[src/rtl/core/centered_moving_average_assert.svh]
// Assertion macros for the centered moving average block.
`ifndef CENTERED_MOVING_AVERAGE_ASSERT_SVH
`define CENTERED_MOVING_AVERAGE_ASSERT_SVH

`ifndef SYNTHESIS

// The consequent must hold in the same cycle as the antecedent.
`define CMA_ASSERT_NOW(label, ante, cons) \
  label: assert property (@(posedge clk) disable iff (!rst_n) (ante) |-> (cons)) \
    else $error("centered moving average check failed");

// The consequent must hold in the cycle after the antecedent.
`define CMA_ASSERT_NEXT(label, ante, cons) \
  label: assert property (@(posedge clk) disable iff (!rst_n) (ante) |=> (cons)) \
    else $error("centered moving average check failed");

`else

`define CMA_ASSERT_NOW(label, ante, cons)
`define CMA_ASSERT_NEXT(label, ante, cons)

`endif

`endif

[src/rtl/core/cma_pkg.sv]
// Shared constants and request types of the centered moving average block.
`default_nettype none

package cma_pkg;

  localparam int MAX_HALF_WINDOW = 8;
  localparam int SAMPLE_BITS     = 32;
  localparam int CFG_W           = 4;

  typedef struct packed {
    logic signed [SAMPLE_BITS-1:0] sample;
    logic                          is_last;
  } in_req_t;

  typedef struct packed {
    logic signed [SAMPLE_BITS-1:0] mean;
    logic                          out_last;
  } out_req_t;

endpackage

`default_nettype wire

[src/rtl/core/centered_moving_average.sv]
// Top level of the centered moving average block with truncated series edges.
`default_nettype none

// Centered moving average over a series of signed Q16.16 samples. Each result
// is the mean of the samples within half_window positions on either side of
// one series position; near both ends of the series only the samples present
// are summed and the divisor is their count, and the quotient is truncated
// toward zero. Results lag the input by half_window requests, and the request
// flagged is_last flushes every pending position, the final one with out_last
// set; the next request starts a new series. half_window is written through
// the cfg port while the block is idle, and values above MAX_HALF_WINDOW act
// as MAX_HALF_WINDOW. The block handles one input request at a time and holds
// in_stall high until all results it causes have been taken. Each result is
// built by a small sequencer around one shared adder and one bit-serial
// restoring divider. In order, it decides for the first result of a request,
// sums the samples of the window one by one (at most 2*MAX_HALF_WINDOW+1 of
// them), takes the magnitude, runs the divider, restores the sign, waits on
// the output handshake and picks the next position. An ordinary request
// causes at most one result, and the request that ends a series causes up
// to half_window+1 results.
module centered_moving_average #(
  parameter int MAX_HALF_WINDOW = cma_pkg::MAX_HALF_WINDOW
) (
  input  wire                           clk,
  input  wire                           rst_n,
  input  wire                           in_valid,
  output logic                          in_stall,
  input  cma_pkg::in_req_t              in_req,
  output logic                          out_valid,
  input  wire                           out_stall,
  output cma_pkg::out_req_t             out_req,
  input  wire                           cfg_valid,
  output logic                          cfg_ready,
  input  wire  [cma_pkg::CFG_W-1:0]     cfg_data
);

  import cma_pkg::*;

  `include "centered_moving_average_assert.svh"

  // History depth, index and count widths all follow from the window limit.
  localparam int HIST   = 2 * MAX_HALF_WINDOW + 1;
  localparam int IDX_W  = $clog2(HIST);
  localparam int CNT_W  = $clog2(HIST + 1);
  localparam int H_W    = $clog2(MAX_HALF_WINDOW + 1);
  localparam int SUM_W  = SAMPLE_BITS + $clog2(HIST);
  localparam int STEP_W = $clog2(SUM_W + 1);

  typedef enum logic [7:0] {
    ST_IDLE  = 8'b0000_0001,
    ST_START = 8'b0000_0010,
    ST_SUM   = 8'b0000_0100,
    ST_ABS   = 8'b0000_1000,
    ST_DIV   = 8'b0001_0000,
    ST_FIN   = 8'b0010_0000,
    ST_OUT   = 8'b0100_0000,
    ST_NEXT  = 8'b1000_0000
  } state_t;

  // Control state.
  state_t            st_r, st_nxt;
  logic [CNT_W-1:0]  seen_r, seen_nxt;
  logic              out_valid_r, out_valid_nxt;
  logic              flush_r, flush_nxt;
  logic [H_W-1:0]    h_r, h_nxt;

  // Datapath state.
  logic signed [SAMPLE_BITS-1:0] hist_r [HIST];
  logic [IDX_W-1:0]              k_r, k_nxt;
  logic                          last_r, last_nxt;
  logic [IDX_W-1:0]              q_r, q_nxt;
  logic [IDX_W-1:0]              lim_r, lim_nxt;
  logic                          flag_r, flag_nxt;
  logic [IDX_W-1:0]              idx_r, idx_nxt;
  logic signed [SUM_W-1:0]       acc_r, acc_nxt;
  logic                          neg_r, neg_nxt;
  logic [SUM_W-1:0]              quo_r, quo_nxt;
  logic [CNT_W-1:0]              rem_r, rem_nxt;
  logic [STEP_W-1:0]             step_r, step_nxt;
  out_req_t                      out_req_r, out_req_nxt;

  // Helper terms.
  logic                 in_accept;
  logic [IDX_W-1:0]     hw_ext;
  logic [IDX_W-1:0]     two_h;
  logic [IDX_W-1:0]     h_m1;
  logic [IDX_W-1:0]     lim_first;
  logic [IDX_W-1:0]     q_init;
  logic [IDX_W-1:0]     q_cand;
  logic [IDX_W-1:0]     sum_qh;
  logic [IDX_W-1:0]     lim_flush;
  logic [CNT_W-1:0]     dvs;
  logic [CNT_W:0]       trial;
  logic                 trial_ge;
  logic [SUM_W-1:0]     quo_signed;

  assign in_stall  = (st_r != ST_IDLE);
  assign in_accept = in_valid && !in_stall;
  assign cfg_ready = (st_r == ST_IDLE);
  assign out_valid = out_valid_r;
  assign out_req   = out_req_r;

  // Window geometry. The first result of a request covers offsets 0..lim
  // from the newest sample; a flushed position q (offset of its centre from
  // the newest sample) covers offsets 0..min(q+h, k).
  assign hw_ext    = IDX_W'(h_r);
  assign two_h     = hw_ext << 1;
  assign h_m1      = hw_ext - IDX_W'(1);
  assign lim_first = (k_r < two_h) ? k_r : two_h;
  assign q_init    = (k_r < h_m1) ? k_r : h_m1;
  assign q_cand    = (st_r == ST_NEXT && flush_r) ? (q_r - IDX_W'(1)) : q_init;
  assign sum_qh    = q_cand + hw_ext;
  assign lim_flush = (sum_qh < k_r) ? sum_qh : k_r;

  // One step of the restoring divider; the divisor is the window count.
  assign dvs        = CNT_W'(lim_r) + CNT_W'(1);
  assign trial      = {rem_r, quo_r[SUM_W-1]};
  assign trial_ge   = (trial >= {1'b0, dvs});
  assign quo_signed = neg_r ? (SUM_W'(0) - quo_r) : quo_r;

  always_comb begin
    st_nxt        = st_r;
    seen_nxt      = seen_r;
    out_valid_nxt = out_valid_r;
    flush_nxt     = flush_r;
    h_nxt         = h_r;
    k_nxt         = k_r;
    last_nxt      = last_r;
    q_nxt         = q_r;
    lim_nxt       = lim_r;
    flag_nxt      = flag_r;
    idx_nxt       = idx_r;
    acc_nxt       = acc_r;
    neg_nxt       = neg_r;
    quo_nxt       = quo_r;
    rem_nxt       = rem_r;
    step_nxt      = step_r;
    out_req_nxt   = out_req_r;

    if (cfg_valid && cfg_ready) begin
      h_nxt = (int'(cfg_data) > MAX_HALF_WINDOW) ? H_W'(MAX_HALF_WINDOW) : H_W'(cfg_data);
    end

    unique case (st_r)
      ST_IDLE: begin
        if (in_accept) begin
          last_nxt = in_req.is_last;
          // Offset of the series start, saturated at the oldest history position.
          if (seen_r < CNT_W'(HIST)) begin
            k_nxt    = seen_r[IDX_W-1:0];
            seen_nxt = seen_r + CNT_W'(1);
          end else begin
            k_nxt = IDX_W'(HIST - 1);
          end
          st_nxt = ST_START;
        end
      end
      ST_START: begin
        if (k_r >= hw_ext) begin
          lim_nxt   = lim_first;
          flag_nxt  = last_r && (h_r == '0);
          flush_nxt = 1'b0;
          acc_nxt   = '0;
          idx_nxt   = '0;
          st_nxt    = ST_SUM;
        end else if (last_r) begin
          flush_nxt = 1'b1;
          q_nxt     = q_cand;
          lim_nxt   = lim_flush;
          flag_nxt  = (q_cand == '0);
          acc_nxt   = '0;
          idx_nxt   = '0;
          st_nxt    = ST_SUM;
        end else begin
          st_nxt = ST_IDLE;
        end
      end
      ST_SUM: begin
        acc_nxt = acc_r + SUM_W'(hist_r[idx_r]);
        idx_nxt = idx_r + IDX_W'(1);
        if (idx_r == lim_r) begin
          st_nxt = ST_ABS;
        end
      end
      ST_ABS: begin
        neg_nxt  = acc_r[SUM_W-1];
        quo_nxt  = acc_r[SUM_W-1] ? (SUM_W'(0) - SUM_W'(acc_r)) : SUM_W'(acc_r);
        rem_nxt  = '0;
        step_nxt = STEP_W'(SUM_W);
        st_nxt   = ST_DIV;
      end
      ST_DIV: begin
        rem_nxt  = trial_ge ? CNT_W'(trial - {1'b0, dvs}) : CNT_W'(trial);
        quo_nxt  = {quo_r[SUM_W-2:0], trial_ge};
        step_nxt = step_r - STEP_W'(1);
        if (step_r == STEP_W'(1)) begin
          st_nxt = ST_FIN;
        end
      end
      ST_FIN: begin
        out_req_nxt.mean     = quo_signed[SAMPLE_BITS-1:0];
        out_req_nxt.out_last = flag_r;
        out_valid_nxt        = 1'b1;
        st_nxt               = ST_OUT;
      end
      ST_OUT: begin
        if (!out_stall) begin
          out_valid_nxt = 1'b0;
          st_nxt        = ST_NEXT;
        end
      end
      ST_NEXT: begin
        if ((!flush_r && last_r && h_r != '0) || (flush_r && q_r != '0)) begin
          flush_nxt = 1'b1;
          q_nxt     = q_cand;
          lim_nxt   = lim_flush;
          flag_nxt  = (q_cand == '0);
          acc_nxt   = '0;
          idx_nxt   = '0;
          st_nxt    = ST_SUM;
        end else begin
          // The series ends here when this request carried the last flag.
          if (last_r) begin
            seen_nxt = '0;
          end
          st_nxt = ST_IDLE;
        end
      end
      default: begin
        st_nxt = ST_IDLE;
      end
    endcase
  end

  always_ff @(posedge clk) begin
    if (!rst_n) begin
      st_r        <= ST_IDLE;
      seen_r      <= '0;
      out_valid_r <= 1'b0;
      flush_r     <= 1'b0;
      h_r         <= '0;
    end else begin
      st_r        <= st_nxt;
      seen_r      <= seen_nxt;
      out_valid_r <= out_valid_nxt;
      flush_r     <= flush_nxt;
      h_r         <= h_nxt;
    end
  end

  always_ff @(posedge clk) begin
    k_r       <= k_nxt;
    last_r    <= last_nxt;
    q_r       <= q_nxt;
    lim_r     <= lim_nxt;
    flag_r    <= flag_nxt;
    idx_r     <= idx_nxt;
    acc_r     <= acc_nxt;
    neg_r     <= neg_nxt;
    quo_r     <= quo_nxt;
    rem_r     <= rem_nxt;
    step_r    <= step_nxt;
    out_req_r <= out_req_nxt;
  end

  // Sample history, newest first; it shifts once per accepted request.
  always_ff @(posedge clk) begin
    if (in_accept) begin
      hist_r[0] <= in_req.sample;
      for (int i = 1; i < HIST; i++) begin
        hist_r[i] <= hist_r[i-1];
      end
    end
  end

  // A result is only presented while the sequencer waits on the handshake.
  `CMA_ASSERT_NOW(a_out_in_out_state, out_valid, st_r == ST_OUT)
  // The summing pass never reads past the window it was set up for.
  `CMA_ASSERT_NOW(a_sum_in_window, st_r == ST_SUM, idx_r <= lim_r)
  // The series sample count saturates at the history depth.
  `CMA_ASSERT_NOW(a_seen_bounded, 1'b1, seen_r <= CNT_W'(HIST))
  // Only a request that ends the series can produce a final result.
  `CMA_ASSERT_NOW(a_last_only_on_flush, out_valid && out_req.out_last, last_r)

endmodule

`default_nettype wire
[config.mk]
export PLATFORM = sky130hd
export DESIGN_NAME = centered_moving_average
export DESIGN_NICKNAME = d
export VERILOG_FILES = /design/src/rtl/core/cma_pkg.sv /design/src/rtl/core/centered_moving_average.sv
export VERILOG_INCLUDE_DIRS = /design/src /design/src/rtl/core
export SDC_FILE = /design/constraint.sdc
export NUM_CORES = 1
export LEC_CHECK = 0
export BUFFER_PORTS_ARGS = -buffer_cell sky130_fd_sc_hd__buf_2
export CAP_MARGIN = 25
export CORE_AREA = 10 10 277 305
export CTS_CLUSTER_SIZE = 8
export DETAILED_ROUTE_END_ITERATION = 7
export DIE_AREA = 0 0 287 315
export GPL_ROUTABILITY_DRIVEN = 1
export PLACE_DENSITY_LB_ADDON = 0.08
export SETUP_SLACK_MARGIN = 0.5
export SYNTH_ARGS = -nofsm -noshare
export SYNTH_HDL_FRONTEND = slang
export SYNTH_SLANG_ARGS = --single-unit
[constraint.sdc]
create_clock -name clk -period 28.2 [get_ports clk]
set_input_delay 1.41 -clock clk [delete_from_list [all_inputs] [get_ports clk]]
set_output_delay 1.41 -clock clk [all_outputs]
set_load 0.01 [all_outputs]
Word level (Yosys, flattened, before mapping) --
Memory sizes are Yosys's and may differ from the RTL's. A register that Yosys moved wholly into a read port is not among the register bits. Cells that the tools add are included.
Storage, ports and cells: bits in registers 160, memory bits (writable) 544, input bits 42, memories 1
Operators by class: add/sub/neg operators 11, $lt $le $gt $ge 7, equal/unequal tests 22, mux-type cells 52, reductions and logical operators 26
Memory list:
- hist_r | depth 17, width 32, rd ports 17, clocked after Yosys merged registers in 1, write ports 17, RTL line centered_moving_average.sv:68 | logic signed [SAMPLE_BITS-1:0] hist_r [HIST];
Operators with widths (count):
- 37-bit two-way mux | 4
- 37-bit case mux with 3 select lines | 1
- 5-bit two-way mux | 18
- 37-bit case mux with 2 select lines | 1
- 8-bit case mux with 8 select lines | 1
- 5-bit case mux with 2 select lines | 4
- 37-bit by 32-bit adder with 37-bit output | 1
- 1-bit by 37-bit subtractor with 37-bit output, first input constant | 1
- 32-bit two-way mux | 1
- 8-bit two-way mux | 4
- 1-bit by 32-bit subtractor with 32-bit output, first input constant | 1
- 5-bit by 1-bit adder with 5-bit output, second input constant | 3
- 5-bit less-than comparator | 3
- 5-bit case mux with 3 select lines | 1
- 2-bit != test, second input constant | 7
- 6-bit case mux with 2 select lines | 1
- 1-bit two-way mux | 9
- 3-bit two-way mux | 3
- 8-bit by 1-bit equality test with 1-bit output, second input constant | 1
- 8-bit by 2-bit equality test with 1-bit output, second input constant | 1
- 8-bit by 3-bit equality test with 1-bit output, second input constant | 1
- 8-bit by 4-bit equality test with 1-bit output, second input constant | 1
- 8-bit by 5-bit equality test with 1-bit output, second input constant | 1
- 8-bit by 6-bit equality test with 1-bit output, second input constant | 1
- other kinds (31) | 48

Longest topological paths before layout --
Gate-level depths: netlist (run 1).
word-level depth 10, gate-level depth with buffers 21, mapped depth without buffers 21

Worst setup path after synthesis (run 1) --
Ideal clock, no wire load.
kind input to register, from in in_valid, to mem hist_r[0][0], enable pin, arrival time 24007 ps, data required time 26720 ps, slack 2713 ps, stages 2, buffers on the path 0, path through inv_1 > nor2_1
RTL lines:
- start, declared | RTL line centered_moving_average.sv:26 | input wire in_valid,
- end, declared | RTL line centered_moving_average.sv:68

==> run metrics, run 1 <==
post-synth top area share=0.6648; # diodes=0; final wirelength=61360 µm; RSZ-0062 raised after global routing=no; Slew Viols, Final=0; register area=0.02106 mm²; most common cell after layout, fill and taps aside=edfxtp_1; post-CTS sizing=0; Vias per Instance=5.348; Max-cap violations=0; Placed Cells=2891; # DRC=0; IO Count=78; Netlist cell types=65; ys async rst share=0; Worst setup EP type=flop; count of final setup violators=0; Post-CTS Setup Bufs=0; Final Hold Viols=0; crit path max fanout=42; CTS root buf=clkbuf_16; top cells by area, synth=edfxtp_1 (66%), mux4_2 (12%), ha_1 (2.9%), xor2_1 (1.6%), xnor2_1 (1.6%); Initial Util=0.3948; setup TNS=0 ns; Final min period=7.001 ns; Sink Count=709; slew margin rel.=0.2592; die width=287 µm; Multi-input gate area=0.009493 mm²; Worst EP arrival=7.38 ns; GRT Util Overall=0.1365; Cells after Synth=1822; type of the worst setup path=flop to flop; GRT Residual Overflow=0; Finished Layout Cells=3016; Worst VDD drop=0.04274 mV; initial antenna violation count=0; Post-synth EDFFs=685; global-route wire length before repair=98060 µm; Mean Syn Cell Area=16.98 µm²; power density cells=84.44 mW/mm²; fillers=6843; hold path depth=0; H-tree depth=3; Via Count=16.13k; CTS buffer count=98; hold_buf cts=0; fraction of layout cells with a size suffix above 1=0.2141; hold_sp=flag_r$_DFFE_PP_; syn nets=1939; die height=315 µm; Pleak=11.89 nW; Min-Delay Endpoint=out_req[0]$_DFFE_PP_; TritonCTS clock tree=done; ys flop type=edfxtp_1; Seq/Total Area, Yosys=0.6804; Layout area overhead=13.90%; largest area contributor in the netlist=edfxtp_1; nets=2064; drt wl/cell=20.34 µm; Layout Skew=0.03585 ns; terminus of the critical flop-to-flop path=acc_r[34]$_SDFFCE_PN0P_; routability cong.=0.7953; FP Rows=108; Ys Warns=0; status=complete, no violations; internal reg-to-reg setup slack=21.20 ns; Worst Reg-to-Reg Cells=16; worst slew pin tran=1.111 ns; commonest non-fill, non-tap cells in the layout=edfxtp_1 (685), mux4_2 (159), nand2_1 (105); drt pass-1 iters=5; largest net degree at the start of global routing=204; Post-Syn Area=0.03094 mm²; f_max=0.1428 GHz; port bufs=77; vias in the first global route=16.87k; core area=0.07838 mm²; FF+latch count, synth=709; Hold/Removal Path Class=flop to flop; CTS clock-pin slew for the worst setup and hold paths=0.05 ns; crit start category=flop; latest clock arrival within the worst-skew pair=0.64 ns; Final Cycle Share=0.2483; DIE AREA=0.09041 mm²; initial drt markers=1243; Longest Clk Path Bufs=3; post-route ant nets=0; Req. time, crit path=28.57 ns; DP Wirelength=37820 µm
[cell type report]
cell class,count,area share
Timing Repair Buffer,98,0.01726
Clock inverter,5,0.002130
Multi-Input combinational cell,1002,0.2694
Clock buffer,119,0.07243
Sequential cell,709,0.5976
Inverter,38,0.004048
Tap cell,1045,0.03710
[stage by stage]
step	power, mW	util	setup WS [ns]	area, µm²	hold WS, ns
2_1_floorplan	1.934	-	2.713	30940	0.4003
3_3_place_gp	1.946	0.4154	20.93	32560	0.4058
3_5_place_dp	1.955	0.4157	20.94	32580	0.4126
4_1_cts	3.025	0.4493	20.94	35210	0.4251
5_1_grt	3.134	0.4496	20.46	35240	0.4396
6_report	2.976	0.4496	21.20	35240	0.4211
[how the worst max path moves through the flow]
stage               startpoint                       to  slack [ns]  cells after the start
floorplan             in_valid   hist_r[0][0]$_DFFE_PP_        2.71                      2
global placement          flop  acc_r[34]$_SDFFCE_PN0P_       20.93                     16
finish                    flop  acc_r[34]$_SDFFCE_PN0P_       21.20                     16
CTS                       flop  acc_r[34]$_SDFFCE_PN0P_       20.94                     16
detailed placement        flop  acc_r[34]$_SDFFCE_PN0P_       20.94                     16
global route              flop  acc_r[34]$_SDFFCE_PN0P_       20.46                     16
[critical path, stage by stage, from the launching register on]
cell      delay, ns
dfxtp_4        0.64
buf_4          0.57
buf_4          0.69
buf_4          0.77
mux4_2         0.60
mux4_2         0.46
mux2_2         0.27
ha_1           0.38
and3_1         0.20
and3_1         0.15
o311ai_0       0.21
a31oi_1        0.38
a31oi_1        0.23
o311ai_0       0.76
o31ai_1        0.15
xor2_1         0.16
nor2_1         0.05
[routing by layer]
metal	wire length, µm	global-route usage	share of wire	vias to the layer above
li1	-	-	-	7480
met1	28990	0.1933	0.47	8232
met2	28490	0.2108	0.46	340
met3	2847	0.02657	0.046	78
met4	1027	0.04155	0.017	0
met5	0	0	0	-
[where the power goes]
part	internal [mW]	total (mW)	switching, mW	leakage [nW]
clock network	0.624	1.04	0.419	1.27
logic	0.210	0.478	0.268	3.94
registers	1.38	1.46	0.0792	6.67
total	2.21	2.98	0.766	11.9
[state kept, by name, summed over array words and instances, names as in the netlist, named ones only]
signal and flops:
out_valid 1, acc_r 37, step_r 6, hist_r 544, last_r 1, st_r 8
q_r 5, lim_r 5, quo_r 37, seen_r 5, h_r 4, flag_r 1
out_req 33, flush_r 1, rem_r 5, idx_r 5, k_r 5, neg_r 1
[cells by family (layout without fill, tap and decap cells)]
family	Yosys count	after routing	share of synthesized area
muxes	202	202	0.1310
AOI/OAI and AO/OA	288	288	0.06058
DFF	709	709	0.6804
and+or+nand+nor	324	324	0.05107
buffers and inverters	111	260	0.01347
xor gates and xnor gates	113	113	0.03247
adders and majority gates	75	75	0.03106
[synth_stat cells, types with 5 or more instances]
library cell / n
o31ai_1: 24
a21oi_1: 51
nor2_1: 81
nand2_1: 105
nor2b_1: 13
or4_1: 8
or3b_2: 5
nand2b_1: 15
xor2_1: 57
and2_1: 6
buf_1: 9
nor3b_1: 13
mux4_2: 159
clkbuf_1: 64
dfxtp_1: 24
o21ai_0: 93
edfxtp_1: 685
a31oi_1: 9
or3_1: 9
ha_1: 72
o41ai_1: 10
o21a_1: 13
nand4_1: 5
a211oi_1: 8
a21boi_0: 9
xnor2_1: 55
mux2_2: 33
mux2i_1: 10
o21bai_1: 6
a21o_1: 35
nand3_1: 17
inv_1: 38
nor3_1: 26
(Power assumes the default switching activity.)
==> run 2, diff against run 1 <==
==> constraint.sdc (replaced) <==
create_clock -name clk -period 6.95 [get_ports clk]
set_input_delay 0.3475 -clock clk [delete_from_list [all_inputs] [get_ports clk]]
set_output_delay 0.3475 -clock clk [all_outputs]
set_load 0.01 [all_outputs]
==> run 2 against run 1 <==
Against the previous run: critical endpoint is now acc_r[35]$_SDFFCE_PN0P_; sequential power increased to 4.1 times the previous value; sequential share of layout area decreased by 0.90 points; register-to-register slack got worse by 20 ns; routed wire length decreased by 0.87%; final cell count increased by 1.4%; first-iteration DRC count decreased by 4.6%; flip-flop and latch count unchanged; core utilization increased by 0.70 points.
==> run metrics, run 2 (synthesized netlist as in run 1, its figures left out) <==
internal reg-to-reg setup slack=1.28 ns (-19.92 ns); slew margin rel.=0.3279 (+0.06868); Min-Delay Endpoint=st_r[6]$_SDFFE_PN0P_; TritonCTS clock tree=done; Worst EP arrival=6.05 ns (-1.33 ns); Max-cap violations=0 (unchanged); post-route ant nets=0 (unchanged); GRT Util Overall=0.1346 (-0.001926); Final Hold Viols=0 (unchanged); largest net degree at the start of global routing=170 (-17%); Via Count=16.18k (+0.33%); Pleak=12.13 nW (+2.0%); routability cong.=0.8244 (+3.7%); Slew Viols, Final=0 (unchanged); Top Registers=hist_r (544), acc_r (37), quo_r (37); Largest register FFs=544 (unchanged); Worst Reg-to-Reg Cells=16 (unchanged); Worst setup EP type=flop; most flop-heavy register=hist_r; Worst VDD drop=0.2085 mV (+390%); Sink Count=709 (unchanged); CTS buffer count=99 (+1.0%); setup TNS=0 ns (unchanged); worst slew pin tran=1.008 ns (-0.1030 ns); Final min period=5.669 ns (-1.332 ns); drt wl/cell=19.88 µm (-2.3%); DIE AREA=0.09041 mm² (unchanged); fillers=6794 (-0.72%); latest clock arrival within the worst-skew pair=0.64 ns (about the same); # DRC=0 (unchanged); power density cells=340.4 mW/mm² (+300%); die width=287 µm (unchanged); sequential share of power=0.486 (-0.003); terminus of the critical flop-to-flop path=acc_r[35]$_SDFFCE_PN0P_; nets=2106 (+2.0%); Post-CTS Setup Bufs=0 (unchanged); post-CTS sizing=0 (unchanged); drt pass-1 iters=7 (+2); crit path max fanout=34 (-19%); initial drt markers=1186 (-4.6%); fin util=0.4566 (+0.006960); initial antenna violation count=0 (unchanged); final wirelength=60820 µm (-0.87%); count of final setup violators=0 (unchanged); die height=315 µm (unchanged); status=complete, no violations; Layout area overhead=15.66%; f_max=0.1764 GHz (+23%); # diodes=0 (unchanged); type of the worst setup path=flop to flop; H-tree depth=3 (unchanged); GRT Residual Overflow=0 (unchanged); CTS root buf=clkbuf_16; Gate power share=0.160 (about the same); Fin Hold WS=0.05653 ns (-0.3645 ns); CTS clock-pin slew for the worst setup and hold paths=0.05 ns (about the same); global-route wire length before repair=97300 µm (-0.78%); hold path depth=3 (+3); most common cell after layout, fill and taps aside=edfxtp_1; Placed Cells=2898 (+0.24%); Pwr Total=12.18 mW (+310%); Sw Ratio=0.2564 (-0.001184); Finished Layout Cells=3059 (+1.4%); DP Wirelength=38270 µm (+1.2%); crit start category=flop; Vias per Instance=5.291 (-1.1%); core area=0.07838 mm² (unchanged); Hold/Removal Path Class=input port to flop; Clock Power Share=0.354 (+0.004); Layout Skew=0.01865 ns (-0.01721 ns); RSZ-0062 raised after global routing=no; Longest Clk Path Bufs=3 (unchanged); Int Pwr=9.058 mW (+310%); commonest non-fill, non-tap cells in the layout=edfxtp_1 (685), mux4_2 (159), nand2_1 (105); hold_sp=out_stall; Final Cycle Share=0.8157 (+0.5674); port bufs=77 (unchanged); FP Rows=108 (unchanged); fraction of layout cells with a size suffix above 1=0.2180 (+0.003870); Req. time, crit path=7.33 ns (-21.24 ns); IO Count=78 (unchanged); vias in the first global route=16.90k (+0.18%); Net Sw Power=3.123 mW (+310%); Initial Util=0.3948 (unchanged)
## run 2: cell types whose count changed in the layout (fill, tap and decap cells not counted), moves of 2 or more
cell	before	now
nor2_1	80	77
clkbuf_16	99	101
buf_12	2	7
nor2_2	1	4
clkbuf_1	20	18
dlygate4sd3_1	0	34
buf_4	17	20
dfxtp_1	20	18
## run 2: area by class of cell
cell class,count,area (µm²),area share
Clock buffer,120,2609,0.07290
Tap cell,1045,1308,0.03654
Multi-Input combinational cell,1002,9503,0.2656
Timing Repair Buffer,139,1044,0.02916
Inverter,38,142.6,0.003986
Sequential cell,709,21070,0.5887
Clock inverter,6,113.9,0.003182
## run 2: through the flow
stage,setup slack [ns],cell area (µm²)
after floorplan,-2.646,30970
after global placement,1.186,32670
after detailed placement,1.176,32690
after CTS,1.156,35760
after global routing,0.8384,35780
final,1.281,35780
## run 2: worst max-delay path, cell delays in order, from the launching register on
cell,delay (ns)
dfxtp_4,0.64
buf_12,0.31
buf_12,0.32
buf_12,0.32
buf_4,0.21
mux4_2,0.50
mux4_2,0.47
mux2_2,0.28
ha_1,0.39
a21o_1,0.20
a21o_1,0.18
a2111o_1,0.39
o21ai_0,0.33
o311a_1,0.32
nor3b_1,0.08
a211o_1,0.28
mux2i_1,0.11
## run 2: how the worst max path moves through the flow
stage / cells past startpoint / slack (ns) / from / to
after floorplan: 5 / -2.65 / st_r[6]$_SDFFE_PN0P_ / hist_r[0][0]$_DFFE_PP_
after global placement: 14 / 1.19 / flop / acc_r[34]$_SDFFCE_PN0P_
after detailed placement: 14 / 1.18 / flop / acc_r[34]$_SDFFCE_PN0P_
after CTS: 14 / 1.16 / flop / acc_r[34]$_SDFFCE_PN0P_
after global routing: 15 / 0.84 / flop / acc_r[34]$_SDFFCE_PN0P_
final: 16 / 1.28 / flop / acc_r[35]$_SDFFCE_PN0P_
## run 2: power by group through the flow
stage	Clock, mW	Sequential, mW	Combinational (mW)
global placement	0	5.98	1.93
finish	4.31	5.92	1.95
detailed placement	0	5.99	1.95
floorplan	0	5.98	1.50
CTS	4.48	5.93	1.98
global route	4.66	6.00	2.15
## run 2: timing repair
item | in CTS | in global routing
endpoints found under the hold margin | 34 | 0
hold buffers | 34 | 0
endpoints found under the setup margin | 0 | 0
## run 2: metal layers
| layer | up-vias | wire [µm] | GRT usage |
|---|---|---|---|
| met3 | 109 | 3110 | 0.03096 |
| met4 | 0 | 1458 | 0.04477 |
| met2 | 325 | 27600 | 0.2042 |
| li1 | 7570 | - | - |
| met5 | - | 0 | 0 |
| met1 | 8180 | 28650 | 0.1891 |
==> run 3, diff against run 2 <==
==> constraint.sdc (replaced) <==
create_clock -name clk -period 4.9 [get_ports clk]
set_input_delay 0.245 -clock clk [delete_from_list [all_inputs] [get_ports clk]]
set_output_delay 0.245 -clock clk [all_outputs]
set_load 0.01 [all_outputs]
==> run 3 against run 2 <==
Against the previous run: worst hold slack gained 0.25 ns; via count grew 4.1%; largest cell class unchanged; design area grew 5.7%; clock power grew 42%; maximum frequency grew 27%; routed wire length grew 6.3%; flip-flop and latch count is the same; critical endpoint is now acc_r[34]$_SDFFCE_PN0P_; critical path type unchanged; critical path depth grew 2; non-clock buffer count grew 114; clock skew grew 0.0075 ns; power grew 48%; die area is the same.
==> run metrics, run 3 (synthesized netlist as in run 1, its figures left out) <==
nets=2220 (+5.4%); Layout Skew=0.02616 ns (+0.007518 ns); Worst EP arrival=4.85 ns (-1.20 ns); H-tree depth=3 (unchanged); initial antenna violation count=0 (unchanged); Buf+Inv Stages, Crit Path=5 (+1); Hold/Removal Path Class=input port to flop; drt wl/cell=20.29 µm (+2.0%); GRT Residual Overflow=0 (unchanged); Worst VDD drop=0.2698 mV (+29%); routability cong.=0.8167 (-0.93%); crit path max fanout=7 (-79%); vias in the first global route=17.80k (+5.3%); latest clock arrival within the worst-skew pair=0.65 ns (about the same); type of the worst setup path=flop to flop; # DRC=0 (unchanged); Pleak=13.01 nW (+7.2%); Final Cycle Share=0.9125 (+0.09680); f_max=0.2237 GHz (+27%); power density cells=476.7 mW/mm² (+40%); DP Wirelength=41110 µm (+7.4%); most flop-heavy register=hist_r; DIE AREA=0.09041 mm² (unchanged); critical path depth in cells=18 (+2); commonest non-fill, non-tap cells in the layout=edfxtp_1 (685), mux4_2 (159), nand2_1 (101); hold path depth=2 (-1); Slew Viols, Final=0 (unchanged); FP Rows=108 (unchanged); Finished Layout Cells=3188 (+4.2%); initial drt markers=1136 (-4.2%); IO Count=78 (unchanged); GRT Util Overall=0.1427 (+0.008111); die width=287 µm (unchanged); CTS clock-pin slew for the worst setup and hold paths=0.05 ns (about the same); fraction of layout cells with a size suffix above 1=0.2898 (+0.07181); worst slew pin tran=0.9543 ns (-0.05383 ns); Req. time, crit path=5.28 ns (-2.05 ns); post-route ant nets=0 (unchanged); slowest stage delay, CP=0.52 ns (-0.12 ns); CTS root buf=clkbuf_16; Max-cap violations=0 (unchanged); setup TNS=0 ns (unchanged); Initial Util=0.3948 (unchanged); core area=0.07838 mm² (unchanged); port bufs=77 (unchanged); # diodes=0 (unchanged); count of final setup violators=0 (unchanged); final wirelength=64680 µm (+6.3%); global-route wire length before repair=102700 µm (+5.5%); Longest Clk Path Bufs=3 (unchanged); drt pass-1 iters=5 (-2); internal reg-to-reg setup slack=0.43 ns (-0.85 ns); status=complete, no violations; crit start category=flop; fillers=6694 (-1.5%); CP max-delay cell=mux4_2; Cell Chain, Critical Path=buf_6, buf_12, buf_16, mux4_2, mux4_2, mux2_4, ha_4, buf_6, and3_4, a221o_1, a21oi_2, a31oi_1, a31oi_1, buf_4, o311ai_4, o31ai_2, xor2_1, nor2_1; Worst setup EP type=flop; Final Hold Viols=0 (unchanged); fin util=0.4825 (+0.02596); cell family with most CP delay=multiplexers; Worst Reg-to-Reg Cells=18 (+2); die height=315 µm (unchanged); TritonCTS clock tree=done; Top Registers=hist_r (544), acc_r (37), quo_r (37); most common cell after layout, fill and taps aside=edfxtp_1; Fin Hold WS=0.3088 ns (+0.2522 ns); CTS buffer count=99 (unchanged); Via Count=16.84k (+4.1%); RSZ-0062 raised after global routing=yes; Largest register FFs=544 (unchanged); Vias per Instance=5.283 (-0.15%); Placed Cells=2955 (+2.0%); largest net degree at the start of global routing=89 (-48%); slew margin rel.=0.3571 (+0.02916); Final min period=4.471 ns (-1.198 ns); Sink Count=709 (unchanged); Layout area overhead=22.23%
==> run 3: final timing paths <==
path / start / endpoint
setup / recovery: flop / acc_r[34]$_SDFFCE_PN0P_
hold / removal: in_req[26] / hist_r[0][25]$_DFFE_PP_
setup reg to reg: flop / acc_r[34]$_SDFFCE_PN0P_
hold reg to reg: flag_r$_DFFE_PP_ / out_req[0]$_DFFE_PP_
==> run 3: per-stage QoR <==
stage	worst slack, ns	power, mW	instance area (µm²)
4_1_cts	0.4451	18.15	37500
5_1_grt	0.2693	18.94	37820
2_1_floorplan	-4.696	10.63	31040
6_report	0.4288	18.03	37820
3_5_place_dp	0.1168	11.49	33290
3_3_place_gp	0.1890	11.43	33270
==> run 3: metal layers <==
metal  track usage  vias to the layer above  routed length (µm)
met5             0                        -                   0
met4       0.04465                        0                1254
met3       0.02722                       81                3056
met2        0.2199                      338               29930
met1        0.2024                     8593               30440
li1              -                     7830                   -
==> run 3: area by class of cell <==
type / count / area (µm²) / area share
clock inverter: 9 / 121.4 / 0.003209
timing repair buffer: 253 / 2396 / 0.06336
sequential: 709 / 21070 / 0.5571
multi-input combinational: 1002 / 10150 / 0.2685
inverter: 38 / 147.6 / 0.003904
tap: 1045 / 1308 / 0.03457
clock buffer: 132 / 2623 / 0.06934
==> run 3: power by group <==
| part | internal (mW) | switching (mW) |
|---|---|---|
| Combinational | 1.74 | 1.78 |
| Sequential | 7.90 | 0.462 |
| Clock | 3.68 | 2.46 |
| Total | 13.3 | 4.70 |
==> run 3: what timing repair did <==
action / in CTS / in global routing
endpoints found under the setup margin: 18 / 28
hold endpoints to repair: 48 / 0
resized for setup: 95 / 44
setup buffers: 32 / 8
pin swaps: 36 / 21
cloned: 7 / 0
hold buffers: 44 / 0
